File: src/hdl/lca_pkg.sv
// Shared types and constants for the Life cellular automaton engine.
// No dependencies; imported by the cell rule and the top level.
`timescale 1ns / 1ps
`default_nettype none

package lca_pkg;

  localparam int DEF_MAX_ROWS    = 64;
  localparam int DEF_MAX_COLUMNS = 64;

  localparam int ACT_W  = 2;
  localparam int ROW_IN_W = 6;
  localparam int COL_IN_W = 6;
  localparam int CFG_W  = 7;
  localparam int CFG_IDX_W = 1;

  localparam logic [ACT_W-1:0] ACT_WRITE   = 2'd0;
  localparam logic [ACT_W-1:0] ACT_READ    = 2'd1;
  localparam logic [ACT_W-1:0] ACT_ADVANCE = 2'd2;

  localparam logic [CFG_IDX_W-1:0] REG_ROW_COUNT    = 1'b0;
  localparam logic [CFG_IDX_W-1:0] REG_COLUMN_COUNT = 1'b1;

  localparam logic [CFG_W-1:0] CFG_COUNT_RESET = 7'd64;

  // B3/S23
  localparam logic [3:0] BIRTH_COUNT   = 4'd3;
  localparam logic [3:0] SURVIVE_COUNT = 4'd2;

  // 3x3 neighborhood around one cell, edges already forced dead
  typedef struct packed {
    logic [2:0] above;
    logic       left;
    logic       right;
    logic [2:0] below;
    logic       self;
  } nbhd_t;

endpackage

`default_nettype wire

File: src/hdl/lca_cell_rule.sv
// Shared next-state unit: counts the eight neighbors and applies B3/S23.
// Depends on lca_pkg.
`timescale 1ns / 1ps
`default_nettype none

module lca_cell_rule (
  input  lca_pkg::nbhd_t nb,
  output logic           next_alive
);
  import lca_pkg::*;

  logic [3:0] count;

  always_comb begin
    count = 4'(nb.above[0]) + 4'(nb.above[1]) + 4'(nb.above[2])
          + 4'(nb.left) + 4'(nb.right)
          + 4'(nb.below[0]) + 4'(nb.below[1]) + 4'(nb.below[2]);
    next_alive = (count == BIRTH_COUNT) || (nb.self && (count == SURVIVE_COUNT));
  end

endmodule

`default_nettype wire

File: config.mk
export PLATFORM = sky130hd
export DESIGN_NAME = lca_cell_rule
export DESIGN_NICKNAME = d
export VERILOG_FILES = /design/src/hdl/lca_pkg.sv /design/src/hdl/lca_cell_rule.sv
export SDC_FILE = /design/constraint.sdc
export NUM_CORES = 1
export LEC_CHECK = 0
export ABC_CLOCK_PERIOD_IN_PS = 3650
export CAP_MARGIN = 5
export CORE_AREA = 4 4 41 43
export DETAILED_ROUTE_END_ITERATION = 6
export DIE_AREA = 0 0 45 47
export DONT_BUFFER_PORTS = 1
export GPL_TIMING_DRIVEN = 1
export SETUP_SLACK_MARGIN = 0.2
export SLEW_MARGIN = 5
export SYNTH_ARGS = -nofsm -noshare
export SYNTH_HDL_FRONTEND = slang
export SYNTH_SLANG_ARGS = --single-unit
export TNS_END_PERCENT = 20
File: constraint.sdc
create_clock -name vclk -period 3.65
set_clock_uncertainty 0.05 [all_clocks]
set_input_delay 0.1825 -clock vclk [all_inputs]
set_output_delay 0.1825 -clock vclk [all_outputs]
set_load 0.05 [all_outputs]
== Word-level counts from Yosys, hierarchy flattened ==
Index checks and enable logic that the tools add are counted.
Word-level totals
  bits in registers: 0
Operators by class
  equal/unequal tests: 2
  add/subtract/negate cells: 7
  reduce and logical (&&, ||, !) cells: 2
Operators by type and width (count)
  $add 4x1->4: 4
  $eq 4x2->1 const B: 2
  $add 3x1->4: 1
  $add 2x1->3: 1
  $add 1x1->2: 1
  $logic_and 1x1->1: 1
  $logic_or 1x1->1: 1

== Longest topological paths before layout ==
  word-level depth: 10
  mapped depth: 9

== Worst setup path after synthesis ==
No wires, ideal clock.
  kind: input port to output port
  start point: in nb[1] (netlist bit)
  end point: out next_alive
  required time: 3.418 ns
  data arrival time: 3.280 ns
  stages on the path: 9
  setup slack: 0.138 ns
  path through: inv_1 fa_1 fa_1 fa_1 inv_1 ha_1 fa_1 or2_0 a21oi_1
Between the ends
  word-level cells in the longest chain between the ends: 6
Ends and longest elaborated chain
  start, declared: line lca_cell_rule.sv:7  | input lca_pkg::nbhd_t nb,
  $add 4x1->4 * (3 in series): line lca_cell_rule.sv:17  | + 4'(nb.below[0]) + 4'(nb.below[1]) + 4'(nb.below[2]);
  $eq 4x2->1: line lca_cell_rule.sv:18  | next_alive = (count == BIRTH_COUNT) || (nb.self && (count == SURVIVE_COUNT));
  $logic_and 1x1->1: line lca_cell_rule.sv:18
  $logic_or 1x1->1 *: line lca_cell_rule.sv:18
  end, declared: line lca_cell_rule.sv:8  | output logic next_alive
Every way passes the cells marked *; elsewhere a longest branch is shown, timed or not.

== Worst setup path after layout ==
Same ends and word-level chain as after synthesis.

==> out/results.txt <==
In the final layout, flip-flops and latches occupy 0 µm². The netlist uses 7 different library cells. In the post-route analysis, the smallest setup slack over all paths is 0.5189 ns. Using the TritonRoute via totals, the vias-per-cell ratio works out to 3.308.

The tools report the hold path startpoint as nb[0]. For the pin with the worst max-slew slack, the measured transition is 0.2190 ns. The fraction of post-synthesis cell area in the top cell type by area is 0.4324. Routability-driven placement finished with a final weighted congestion of 0.6374. Entering global routing, the biggest net connects 3 pins. The worst setup path is launched from an input pin.

The most common library cell in the layout ignoring fill and taps is sky130_fd_sc_hd__inv_1. sky130_fd_sc_hd__fa_1 takes more of the synthesized area than any other cell. The setup path with the least slack is of type input pin to output pin. After floorplanning, the core was divided into 13 placement rows. The path class of the lowest-slack min-delay path is input pin to output pin. The total count of hold-check failures in the final report came out at 0. For the final wirelength, the log shows 269 µm. Across the VDD grid, the largest voltage drop is 57.33 µV. Final core utilization: 0.1654. There are 0 flip-flops and latches. The net count after synthesis was 39.

The data required time at the worst endpoint is 3.42 ns. The sequential fraction of the synthesis area is 0. The count of buffers added on input and output ports is 0. The library cells used most frequently in the layout, excluding fill and tap cells, are sky130_fd_sc_hd__inv_1 (11), sky130_fd_sc_hd__fa_1 (4), sky130_fd_sc_hd__ha_1 (3). The worst slew margin relative to its limit was 0.8525; the number of fill cells in the layout was 153. During synthesis, Yosys emitted a total of 0 warnings.

The number of iterations in the first detailed-routing pass is 1, and the area enclosed by the die boundary is 2115 µm². The violation count after the first detailed-route iteration came out at 0. STA classifies the critical path endpoint as an output pin. Across all layers, the routed design uses 129 vias. 0 antenna diodes ended up in the layout. The die is 45 µm wide.

After detailed routing, the average wire length per cell comes to 6.897 µm. The remaining number of nets flagged by the antenna check after routing was 0. The XOR/XNOR share of the synthesized area was 0; the final setup violation count was 0. Combinational family with the most area after synthesis: adder cells.

The compound-gate portion of the synthesized area was 0.08108; the number of setup buffers added after CTS was 0. The number of gates resized after CTS was 0. The simple logic cell fraction of the synthesized area came out at 0.06081. The mux cell area share after synthesis came out at 0. The area added between synthesis and finish works out to 16.22%.

The run gives 0.1423 as the initial cell density of the core. The power density over the cells is 321.6 nW/µm². For this design, the CTS-stage hold fixing added 0 buffers.

The run gives 531 µm as the wire length of the first global-routing pass. Yosys attributes the largest share of cell area to sky130_fd_sc_hd__fa_1 (43%), sky130_fd_sc_hd__inv_1 (22%), sky130_fd_sc_hd__ha_1 (20%). After layout, the clock buffer instance count stands at 0.

The logs give 42 for the net count of the finished layout and 0 ns for the final sum of negative setup slack. Count of pins on the block boundary: 10. Summed over all layers, the global routing overflow is 0. The share of layout cells above drive strength 1 was 0.08333; the number of slew-limit violations in the final report was 0. The run gives 0.03241 as the global-route usage over all layers.

The termination of the worst setup path was next_alive. The arithmetic-cell share of the synthesized area counting full adders, half adders and majority gates is 0.6351, and the summed instance area of the synthesized netlist is 185.2 µm². The period utilization was 0.8578. The run finished with clean final reports.

The logs give 0 for the number of antenna violations at the first check in global routing and 145 for the number of global-route vias before repair. Placement-stage worst setup slack: 0.4969 ns. The largest fanout of any net on the critical path came out at 2.

The time the final worst path needs with I/O delays and setup is 3.131 ns, and the average footprint of a synthesized cell is 8.051 µm². The floorplan step set the die height to 47 µm. Tracing the worst setup path back leads to its startpoint at nb[1].

The core region is 1301 µm². Data arrives at the worst endpoint at 2.90 ns. Setup repair after global routing left no endpoint under its margin. The logs give 23 for the synthesized instance count and 0 for the remaining design rule violation count.

For this design the static power due to leakage is 0.1232 nW. Max-cap violations in this run came to 0. For the highest clock rate, the log shows 319.4 MHz.
synth_stat cells:
library cell / number
sky130_fd_sc_hd__a21oi_1: 2
sky130_fd_sc_hd__fa_1: 4
sky130_fd_sc_hd__ha_1: 3
sky130_fd_sc_hd__inv_1: 11
sky130_fd_sc_hd__nand3_1: 1
sky130_fd_sc_hd__o21ai_0: 1
sky130_fd_sc_hd__or2_0: 1
metal layers:
metal / track usage / routed length, µm
met1: 0.04784 / 137
met5: 0 / 0
met3: 0 / 25
met2: 0.05650 / 107
met4: 0 / 0
kinds of logic after synthesis:
| kind of cell | count (synthesis) |
|---|---|
| AOI/OAI and AO/OA | 3 |
| adders and majority gates | 7 |
| buffers and inverters | 11 |
| and+or+nand+nor | 2 |
worst max-delay path, stage by stage:
cell and delay (ns):
sky130_fd_sc_hd__inv_1 0.03, sky130_fd_sc_hd__fa_1 0.56, sky130_fd_sc_hd__fa_1 0.43, sky130_fd_sc_hd__fa_1 0.49
sky130_fd_sc_hd__inv_1 0.04, sky130_fd_sc_hd__ha_1 0.20, sky130_fd_sc_hd__fa_1 0.41, sky130_fd_sc_hd__or2_0 0.22
sky130_fd_sc_hd__a21oi_2 0.13, sky130_fd_sc_hd__buf_4 0.20
per-stage QoR:
| step | power [W] | std cells | hold slack (ns) | cell area, µm² |
|---|---|---|---|---|
| final | 0.00006920 | 39 | 0.6955 | 215.2 |
| after detailed placement | 0.00007042 | 39 | 0.7036 | 215.2 |
| after global routing | 0.00008450 | 39 | 0.7470 | 215.2 |
| after global placement | 0.00006959 | 39 | 0.7024 | 215.2 |
| after floorplan | 0.00005574 | 23 | 0.6024 | 188.9 |
| after CTS | 0.00007108 | 39 | 0.7055 | 215.2 |
where the power goes:
| part | internal, W | switching (W) | total (W) |
|---|---|---|---|
| Sequential | 0 | 0 | 0 |
| Clock | 0 | 0 | 0 |
| Combinational | 0.0000263 | 0.0000429 | 0.0000692 |
| Total | 0.0000263 | 0.0000429 | 0.0000692 |
worst min-delay path by stage:
| stage | depth (start not counted) | slack [ns] | endpoint |
|---|---|---|---|
| 6_report | 3 | 0.70 | next_alive |
| 5_1_grt | 3 | 0.75 | next_alive |
| 4_1_cts | 3 | 0.71 | next_alive |
| 3_5_place_dp | 3 | 0.70 | next_alive |
| 3_3_place_gp | 3 | 0.70 | next_alive |
| 2_1_floorplan | 2 | 0.60 | next_alive |
final cells by class:
cell class	count	area, µm²	share of cell area
Timing Repair Buffer	1	7.507	0.03488
Tap cell	15	18.77	0.08721
Multi-Input combinational cell	12	147.6	0.6860
Inverter	11	41.29	0.1919
Power figures use the tool's default switching activity.
